**src/rtl/rlfc_pkg.sv**
```systemverilog
// Shared types and constants for the RGB linear fade controller.
package rlfc_pkg;

    localparam int TIME_BITS = 16;
    localparam int CH_W      = 8;
    localparam int PROD_W    = CH_W + TIME_BITS;
    // One spare bit so the rounding-up bias never overflows the dividend
    localparam int DVD_W     = PROD_W + 1;
    localparam int CNT_W     = $clog2(DVD_W);
    localparam int CFG_IDX_W = 4;

    localparam logic [CH_W-1:0]      LEVEL_MAX        = '1;
    localparam logic [TIME_BITS-1:0] INTERVAL_DEFAULT = TIME_BITS'(10);

    localparam logic [CFG_IDX_W-1:0] CFG_INVERT   = CFG_IDX_W'(0);
    localparam logic [CFG_IDX_W-1:0] CFG_INTERVAL = CFG_IDX_W'(1);

    typedef enum logic [1:0] {
        CMD_SET,
        CMD_STOP,
        CMD_TICK
    } cmd_t;

    typedef enum logic [1:0] {
        CH_RED,
        CH_GREEN,
        CH_BLUE
    } chan_t;

    typedef enum logic [2:0] {
        ST_IDLE,
        ST_MUL,
        ST_DSTART,
        ST_DWAIT,
        ST_FINISH
    } state_t;

    typedef struct packed {
        logic                 start;
        logic [DVD_W-1:0]     dividend;
        logic [TIME_BITS-1:0] divisor;
    } div_req_t;

    typedef struct packed {
        logic             done;
        logic [DVD_W-1:0] quotient;
    } div_rsp_t;

endpackage

```
**src/rtl/rlfc_div.sv**
```systemverilog
// Restoring divider, one quotient bit per cycle.
module rlfc_div
    import rlfc_pkg::*;
(
    input  logic     aclk,
    input  logic     aresetn,
    input  div_req_t req,
    output div_rsp_t rsp
);

    logic                 busy_reg, busy_next;
    logic                 done_reg, done_next;
    logic [CNT_W-1:0]     cnt_reg, cnt_next;
    logic [TIME_BITS-1:0] rem_reg, rem_next;
    logic [DVD_W-1:0]     quo_reg, quo_next;
    logic [TIME_BITS-1:0] dvs_reg, dvs_next;
    logic [TIME_BITS:0]   rem_shift;
    logic [TIME_BITS:0]   rem_diff;

    assign rem_shift = {rem_reg, quo_reg[DVD_W-1]};
    assign rem_diff  = rem_shift - {1'b0, dvs_reg};

    always_comb begin
        busy_next = busy_reg;
        done_next = 1'b0;
        cnt_next  = cnt_reg;
        rem_next  = rem_reg;
        quo_next  = quo_reg;
        dvs_next  = dvs_reg;
        if (req.start) begin
            busy_next = 1'b1;
            cnt_next  = CNT_W'(DVD_W - 1);
            rem_next  = '0;
            quo_next  = req.dividend;
            dvs_next  = req.divisor;
        end else if (busy_reg) begin
            if (rem_shift >= {1'b0, dvs_reg}) begin
                rem_next = rem_diff[TIME_BITS-1:0];
                quo_next = {quo_reg[DVD_W-2:0], 1'b1};
            end else begin
                rem_next = rem_shift[TIME_BITS-1:0];
                quo_next = {quo_reg[DVD_W-2:0], 1'b0};
            end
            cnt_next = cnt_reg - 1'b1;
            if (cnt_reg == '0) begin
                busy_next = 1'b0;
                done_next = 1'b1;
            end
        end
    end

    always_ff @(posedge aclk) begin
        if (!aresetn) begin
            busy_reg <= 1'b0;
            done_reg <= 1'b0;
            cnt_reg  <= '0;
        end else begin
            busy_reg <= busy_next;
            done_reg <= done_next;
            cnt_reg  <= cnt_next;
        end
        rem_reg <= rem_next;
        quo_reg <= quo_next;
        dvs_reg <= dvs_next;
    end

    assign rsp.done     = done_reg;
    assign rsp.quotient = quo_reg;

endmodule

```
**src/rtl/rgb_linear_fade_controller_top.sv**
```systemverilog
// RGB linear fade controller: command decode, fade sequencer and output register.
//
// Each accepted command returns exactly one beat with the three drive levels and
// the fade flag. Stop, unused commands, immediate sets and ticks that do not
// advance a fade go from the accept straight to the finish state, where the
// result is registered once the output register is free. A set with a fade
// divides fade time by the interval on the shared 25-bit restoring divider. A
// tick that advances a fade runs a multiply and a division for each of the
// three channels on that same divider, in the states MUL, DSTART and DWAIT per
// channel; the divider produces one quotient bit per cycle. The input is not
// ready while a command is in work; a finished result waits in the output
// register while the next command is taken. Configuration writes are taken at
// any time.
module rgb_linear_fade_controller_top
    import rlfc_pkg::*;
(
    input  logic                 aclk,
    input  logic                 aresetn,

    input  logic                 cfg_valid,
    output logic                 cfg_ready,
    input  logic [CFG_IDX_W-1:0] cfg_index,
    input  logic [31:0]          cfg_data,

    input  logic                 s_valid,
    output logic                 s_ready,
    input  logic [1:0]           s_cmd,
    input  logic [CH_W-1:0]      s_red_target,
    input  logic [CH_W-1:0]      s_green_target,
    input  logic [CH_W-1:0]      s_blue_target,
    input  logic [TIME_BITS-1:0] s_fade_time_ms,

    output logic                 m_valid,
    input  logic                 m_ready,
    output logic [CH_W-1:0]      m_drive_red,
    output logic [CH_W-1:0]      m_drive_green,
    output logic [CH_W-1:0]      m_drive_blue,
    output logic                 m_fade_active
);

    state_t state_reg, state_next;

    logic                 invert_reg;
    logic [TIME_BITS-1:0] interval_reg;
    logic [CH_W-1:0]      level_r_reg, level_g_reg, level_b_reg;
    logic [3*CH_W-1:0]    start_color_reg, end_color_reg;
    logic [TIME_BITS-1:0] steps_done_reg, steps_total_reg;
    logic                 fading_reg, armed_reg;
    logic [TIME_BITS-1:0] phase_reg;
    chan_t                ch_reg;
    logic                 op_set_reg;
    logic                 down_reg;
    logic [PROD_W-1:0]    prod_reg;
    logic [TIME_BITS-1:0] ft_reg;

    logic                 m_valid_reg;
    logic [CH_W-1:0]      drv_r_reg, drv_g_reg, drv_b_reg;
    logic                 m_fade_reg;

    div_req_t div_req;
    div_rsp_t div_rsp;

    logic                 accept;
    logic                 out_free;
    logic [TIME_BITS-1:0] eff_iv;
    logic [TIME_BITS:0]   phase_inc;
    logic [TIME_BITS-1:0] done_inc;
    logic                 step_now;
    logic [CH_W-1:0]      s_sel, e_sel, diff, new_level;
    logic                 up;
    logic [CH_W-1:0]      q_clamped;

    rlfc_div u_div (
        .aclk    (aclk),
        .aresetn (aresetn),
        .req     (div_req),
        .rsp     (div_rsp)
    );

    assign accept    = s_valid && s_ready;
    assign out_free  = !m_valid_reg || m_ready;
    assign cfg_ready = 1'b1;
    assign eff_iv    = (interval_reg == '0) ? TIME_BITS'(1) : interval_reg;
    assign phase_inc = {1'b0, phase_reg} + 1'b1;
    assign done_inc  = steps_done_reg + 1'b1;
    assign step_now  = (phase_reg != '0) && armed_reg && fading_reg;

    // Channel operands for the current fade step
    always_comb begin
        case (ch_reg)
            CH_RED: begin
                s_sel = start_color_reg[3*CH_W-1:2*CH_W];
                e_sel = end_color_reg[3*CH_W-1:2*CH_W];
            end
            CH_GREEN: begin
                s_sel = start_color_reg[2*CH_W-1:CH_W];
                e_sel = end_color_reg[2*CH_W-1:CH_W];
            end
            default: begin
                s_sel = start_color_reg[CH_W-1:0];
                e_sel = end_color_reg[CH_W-1:0];
            end
        endcase
        up   = e_sel >= s_sel;
        diff = up ? (e_sel - s_sel) : (s_sel - e_sel);
        // Falling channel: the quotient is rounded up, clamp at zero
        q_clamped = (div_rsp.quotient > DVD_W'(s_sel)) ? s_sel
                                                       : div_rsp.quotient[CH_W-1:0];
        if (steps_total_reg == '0)
            new_level = e_sel;
        else if (!down_reg)
            new_level = s_sel + div_rsp.quotient[CH_W-1:0];
        else
            new_level = s_sel - q_clamped;
    end

    // Next state
    always_comb begin
        state_next = state_reg;
        unique case (state_reg)
            ST_IDLE: begin
                if (s_valid) begin
                    case (s_cmd)
                        CMD_SET:  state_next = (s_fade_time_ms > eff_iv) ? ST_DSTART
                                                                         : ST_FINISH;
                        CMD_TICK: state_next = step_now ? ST_MUL : ST_FINISH;
                        default:  state_next = ST_FINISH;
                    endcase
                end
            end
            ST_MUL:    state_next = ST_DSTART;
            ST_DSTART: state_next = ST_DWAIT;
            ST_DWAIT: begin
                if (div_rsp.done)
                    state_next = (op_set_reg || ch_reg == CH_BLUE) ? ST_FINISH : ST_MUL;
            end
            ST_FINISH: begin
                if (out_free)
                    state_next = ST_IDLE;
            end
            default:   state_next = ST_IDLE;
        endcase
    end

    // Sequencer outputs
    always_comb begin
        s_ready          = 1'b0;
        div_req.start    = 1'b0;
        div_req.dividend = DVD_W'(prod_reg);
        div_req.divisor  = steps_total_reg;
        unique case (state_reg)
            ST_IDLE:   s_ready = 1'b1;
            ST_DSTART: begin
                div_req.start = 1'b1;
                if (op_set_reg) begin
                    div_req.dividend = DVD_W'(ft_reg);
                    div_req.divisor  = eff_iv;
                end else if (down_reg) begin
                    div_req.dividend = DVD_W'(prod_reg) + DVD_W'(steps_total_reg)
                                     - DVD_W'(1);
                end
            end
            default: ;
        endcase
    end

    always_ff @(posedge aclk) begin
        if (!aresetn) begin
            state_reg       <= ST_IDLE;
            invert_reg      <= 1'b0;
            interval_reg    <= INTERVAL_DEFAULT;
            level_r_reg     <= '0;
            level_g_reg     <= '0;
            level_b_reg     <= '0;
            start_color_reg <= '0;
            end_color_reg   <= '0;
            steps_done_reg  <= '0;
            steps_total_reg <= '0;
            fading_reg      <= 1'b0;
            armed_reg       <= 1'b0;
            phase_reg       <= '0;
            ch_reg          <= CH_RED;
            op_set_reg      <= 1'b0;
            m_valid_reg     <= 1'b0;
        end else begin
            state_reg <= state_next;

            if (cfg_valid && cfg_ready) begin
                unique case (cfg_index)
                    CFG_INVERT:   invert_reg   <= cfg_data[0];
                    CFG_INTERVAL: interval_reg <= cfg_data[TIME_BITS-1:0];
                    default: ;
                endcase
            end

            if (accept) begin
                ch_reg     <= CH_RED;
                op_set_reg <= (s_cmd == CMD_SET);
                case (s_cmd)
                    CMD_SET: begin
                        if (s_fade_time_ms <= eff_iv) begin
                            fading_reg  <= 1'b0;
                            level_r_reg <= s_red_target;
                            level_g_reg <= s_green_target;
                            level_b_reg <= s_blue_target;
                        end else begin
                            fading_reg      <= 1'b1;
                            steps_done_reg  <= '0;
                            start_color_reg <= {level_r_reg, level_g_reg, level_b_reg};
                            end_color_reg   <= {s_red_target, s_green_target,
                                                s_blue_target};
                        end
                    end
                    CMD_STOP: fading_reg <= 1'b0;
                    CMD_TICK: begin
                        if (phase_reg != '0) begin
                            if (armed_reg) begin
                                armed_reg <= 1'b0;
                                if (fading_reg) begin
                                    steps_done_reg <= done_inc;
                                    if (done_inc >= steps_total_reg)
                                        fading_reg <= 1'b0;
                                end
                            end
                        end else begin
                            armed_reg <= 1'b1;
                        end
                        if (phase_inc >= {1'b0, eff_iv})
                            phase_reg <= '0;
                        else
                            phase_reg <= phase_inc[TIME_BITS-1:0];
                    end
                    default: ;
                endcase
            end

            if (state_reg == ST_DWAIT && div_rsp.done) begin
                if (op_set_reg) begin
                    steps_total_reg <= div_rsp.quotient[TIME_BITS-1:0];
                end else begin
                    case (ch_reg)
                        CH_RED:   level_r_reg <= new_level;
                        CH_GREEN: level_g_reg <= new_level;
                        default:  level_b_reg <= new_level;
                    endcase
                    // advance to the next channel
                    case (ch_reg)
                        CH_RED:   ch_reg <= CH_GREEN;
                        default:  ch_reg <= CH_BLUE;
                    endcase
                end
            end

            if (state_reg == ST_FINISH && out_free)
                m_valid_reg <= 1'b1;
            else if (m_ready)
                m_valid_reg <= 1'b0;
        end

        if (accept)
            ft_reg <= s_fade_time_ms;
        if (state_reg == ST_MUL) begin
            prod_reg <= PROD_W'(diff) * PROD_W'(steps_done_reg);
            down_reg <= !up;
        end
        if (state_reg == ST_FINISH && out_free) begin
            drv_r_reg  <= invert_reg ? (LEVEL_MAX - level_r_reg) : level_r_reg;
            drv_g_reg  <= invert_reg ? (LEVEL_MAX - level_g_reg) : level_g_reg;
            drv_b_reg  <= invert_reg ? (LEVEL_MAX - level_b_reg) : level_b_reg;
            m_fade_reg <= fading_reg;
        end
    end

    assign m_valid       = m_valid_reg;
    assign m_drive_red   = drv_r_reg;
    assign m_drive_green = drv_g_reg;
    assign m_drive_blue  = drv_b_reg;
    assign m_fade_active = m_fade_reg;

`ifndef SYNTHESIS
    a_done_in_wait: assert property (@(posedge aclk) disable iff (!aresetn)
        div_rsp.done |-> state_reg == ST_DWAIT)
        else $error("divider finished outside of the wait state");

    a_fade_total: assert property (@(posedge aclk) disable iff (!aresetn)
        (fading_reg && state_reg == ST_IDLE) |-> steps_done_reg < steps_total_reg)
        else $error("fade running past its step total");

    a_result_loaded: assert property (@(posedge aclk) disable iff (!aresetn)
        (state_reg == ST_FINISH && out_free) |=> m_valid_reg)
        else $error("finished command produced no result beat");

    a_busy_not_ready: assert property (@(posedge aclk) disable iff (!aresetn)
        (state_reg == ST_DWAIT) |-> !s_ready)
        else $error("input ready while a division is in work");
`endif

endmodule

```
**config.mk**
```make
export PLATFORM = sky130hd
export DESIGN_NAME = rgb_linear_fade_controller_top
export DESIGN_NICKNAME = d
export VERILOG_FILES = /design/src/rtl/rlfc_pkg.sv /design/src/rtl/rlfc_div.sv /design/src/rtl/rgb_linear_fade_controller_top.sv
export SDC_FILE = /design/constraint.sdc
export NUM_CORES = 1
export LEC_CHECK = 0
export ABC_AREA = 1
export BUFFER_PORTS_ARGS = -buffer_cell sky130_fd_sc_hd__buf_4
export CAP_MARGIN = 20
export CORE_MARGIN = 5
export CORE_UTILIZATION = 30
export CTS_CLUSTER_DIAMETER = 150
export DETAILED_ROUTE_END_ITERATION = 7
export SETUP_SLACK_MARGIN = 0.3
export SLEW_MARGIN = 40
export SYNTH_ARGS = -nofsm -noshare
export SYNTH_HDL_FRONTEND = slang
export SYNTH_HIERARCHICAL = 1
export SYNTH_SLANG_ARGS = --single-unit
```
**constraint.sdc**
```tcl
create_clock -name aclk -period 13.93 [get_ports aclk]
set_input_delay 4.179 -clock aclk [delete_from_list [all_inputs] [get_ports aclk]]
set_output_delay 4.179 -clock aclk [all_outputs]
set_load 0.1 [all_outputs]
```
==> run metrics <==
setup_tns 0 ps; die area 76,200 um2; Post-synth EDFFs 107; end-of-flow core utilization 34.3%; share of layout cells above drive strength 1 9.53%; vias in the first global route 17,300; HPWL Detailed 49,800 um; Psw 0.892 mW; Clock power frac 36.1%; DR vias/cell 4.79; maximum clock frequency 103 MHz; leakage power 11.0 nW; H-tree level count 2; max-cap violation count 0; Final nets 3,195; required time worst endpoint 14,190 ps; CTS tree done; YS warnings 6; Initial Utilization 30.3%; I/O pin cnt 111; Top cell by count, worst path nand2_1; register area 6600 um2; Critical Path Max Stage Delay 770 ps; Final period util 69.6%; CP arrival 9950 ps; max reg flops 25; synthesized cell area 21,200 um2; gr ovfl total 0; clock sinks 276; CTS resizes 0; internal power 1.66 mW; skew final 30.9 ps; Reg clk slew, reported paths 60 ps; sequential element share of the synthesized area 31.1%; Post-route DRC 0; Yosys cell types 60; VDD IR max 0.0000810 V; Worst-Margin Slew 822 ps; wire per inst 16.6 um; CP max stage cell ha_1; syn nets 3,136; Power Density 106 nW/um2; worst slack at placement 4240 ps; Via Count 18,294; Post-CTS Setup Bufs 0; final std cells w/o fill 3,816; CTS root buffer clkbuf_16; most common cell in the netlist nand2_1; area of the multi-input gates 12,300 um2; crit path from ch_reg[0]; combinational share of power 27.7%; CP top delay family adder cells; cell count after synthesis 2,789; WS Path Type reg2reg; CTS buffer count 34; most frequent cells after synthesis nand2_1 (548), inv_1 (486), a21oi_1 (253); Reg power frac 36.2%; Fillers 7,570; Tmin final 9690 ps; drt pass-1 iters 5; Final WS setup 4240 ps; Max-Slew Margin vs Limit 44.5%; final antenna-violating net count 0; first-pass GRT wire length 98,700 um; syn_area_per_cell 7.61 um2; Critical path buffers and inverters 8; clock latency on the worst-skew pair 550 ps; # setup viols final 0; synthesis-to-layout area growth 13.3%; initial DRC count 1,512; PortBufs 93; largest area contributor in the netlist dfxtp_1; Die Width 276 um; worst hold path type reg2reg; Yosys reg bits 276; Hold-fix buffers, CTS 0; Total Power 2.55 mW; GRT Util Overall 16.5%; Total Wirelength 63,500 um; Pins Over Slew Limit 0; largest cells by area after synthesis dfxtp_1 (16%), edfxtp_1 (15%), ha_1 (10%); CP max FO 15; CP Launch Type register; worst-case clock buffer depth 3; Post-DP Area 22,900 um2; status complete, no violations; RSZ-0062 raised after global routing no; CP endpoint kind register; total placed cells including tap cells 3,752; fraction of registers with async set/reset 0%; sw frac 34.9%; Fin Hold WS 445 ps; final non-filler cell area 24,100 um2; hold wc startpoint start_color_reg[4]; site row count 97; CORE AREA 70,100 um2; Hold Vio Cnt, Final 0; post-synth top area share 15.9%; largest net degree at the start of global routing 97; ys flop type dfxtp_1; chip height 276 um; gpl congestion 0.903; antenna violations before repair 10; worst reg2reg startpoint ch_reg[0]
## logic make-up (layout without fill, tap and decap cells)
group	count (synthesis)	in the layout	share of synthesized area, %
and+or+nand+nor	997	997	20.8
buffers and inverters	602	687	10.9
other	1	3	0.0177
DFF	276	276	31.1
adders and majority gates	264	264	18.6
xor gates and xnor gates	99	99	4.21
muxes	1	1	0.0472
AOI/OAI and AO/OA	549	549	14.3
## per-layer routing
layer / global-route usage (%) / vias up / share of wire (%)
met5: 0 / - / 0.031
met4: 5.60 / 2 / 3.6
met3: 3.60 / 96 / 7.9
met2: 24.8 / 541 / 43
met1: 23.5 / 8475 / 46
li1: - / 9180 / -
## worst min-delay path: stages, from the launching register on
cell	delay, ps
dfxtp_1	310
inv_1	50
a21oi_1	50
## cell usage in the layout (no fill, tap or decap), types with 107 or more instances in the layout
master | netlist | layout
nor2_1 | 180 | 177
ha_1 | 177 | 177
buf_4 | 7 | 108
a21oi_1 | 253 | 252
o21ai_0 | 192 | 191
edfxtp_1 | 107 | 107
inv_1 | 486 | 483
dfxtp_1 | 169 | 169
nand3_1 | 112 | 111
nand2_1 | 548 | 547
## power groups by stage
stage | Sequential [mW] | Clock, mW | Combinational (mW)
6_report | 0.924 | 0.923 | 0.708
5_1_grt | 0.928 | 0.979 | 0.786
4_1_cts | 0.924 | 0.942 | 0.709
3_5_place_dp | 0.940 | 0 | 0.704
3_3_place_gp | 0.940 | 0 | 0.704
2_1_floorplan | 0.993 | 0 | 0.445
## layout make-up
type | instances | share of cell area, %
clock buffer | 52 | 4.34
inverter | 515 | 8.04
multi-input combinational | 1911 | 51.3
clock inverter | 10 | 0.536
sequential | 276 | 27.4
antenna | 2 | 0.0208
tap | 940 | 4.89
timing repair buffer | 110 | 3.46
## path summary, 6_finish.rpt
kind,end,slack (ps),cells past startpoint
worst max-delay path,prod_reg[23],4240,35
worst min-delay path,start_color_reg[4],450,2
worst max register to register,prod_reg[23],4240,35
worst min register to register,start_color_reg[4],450,2
Power figures use the tool's default switching activity.
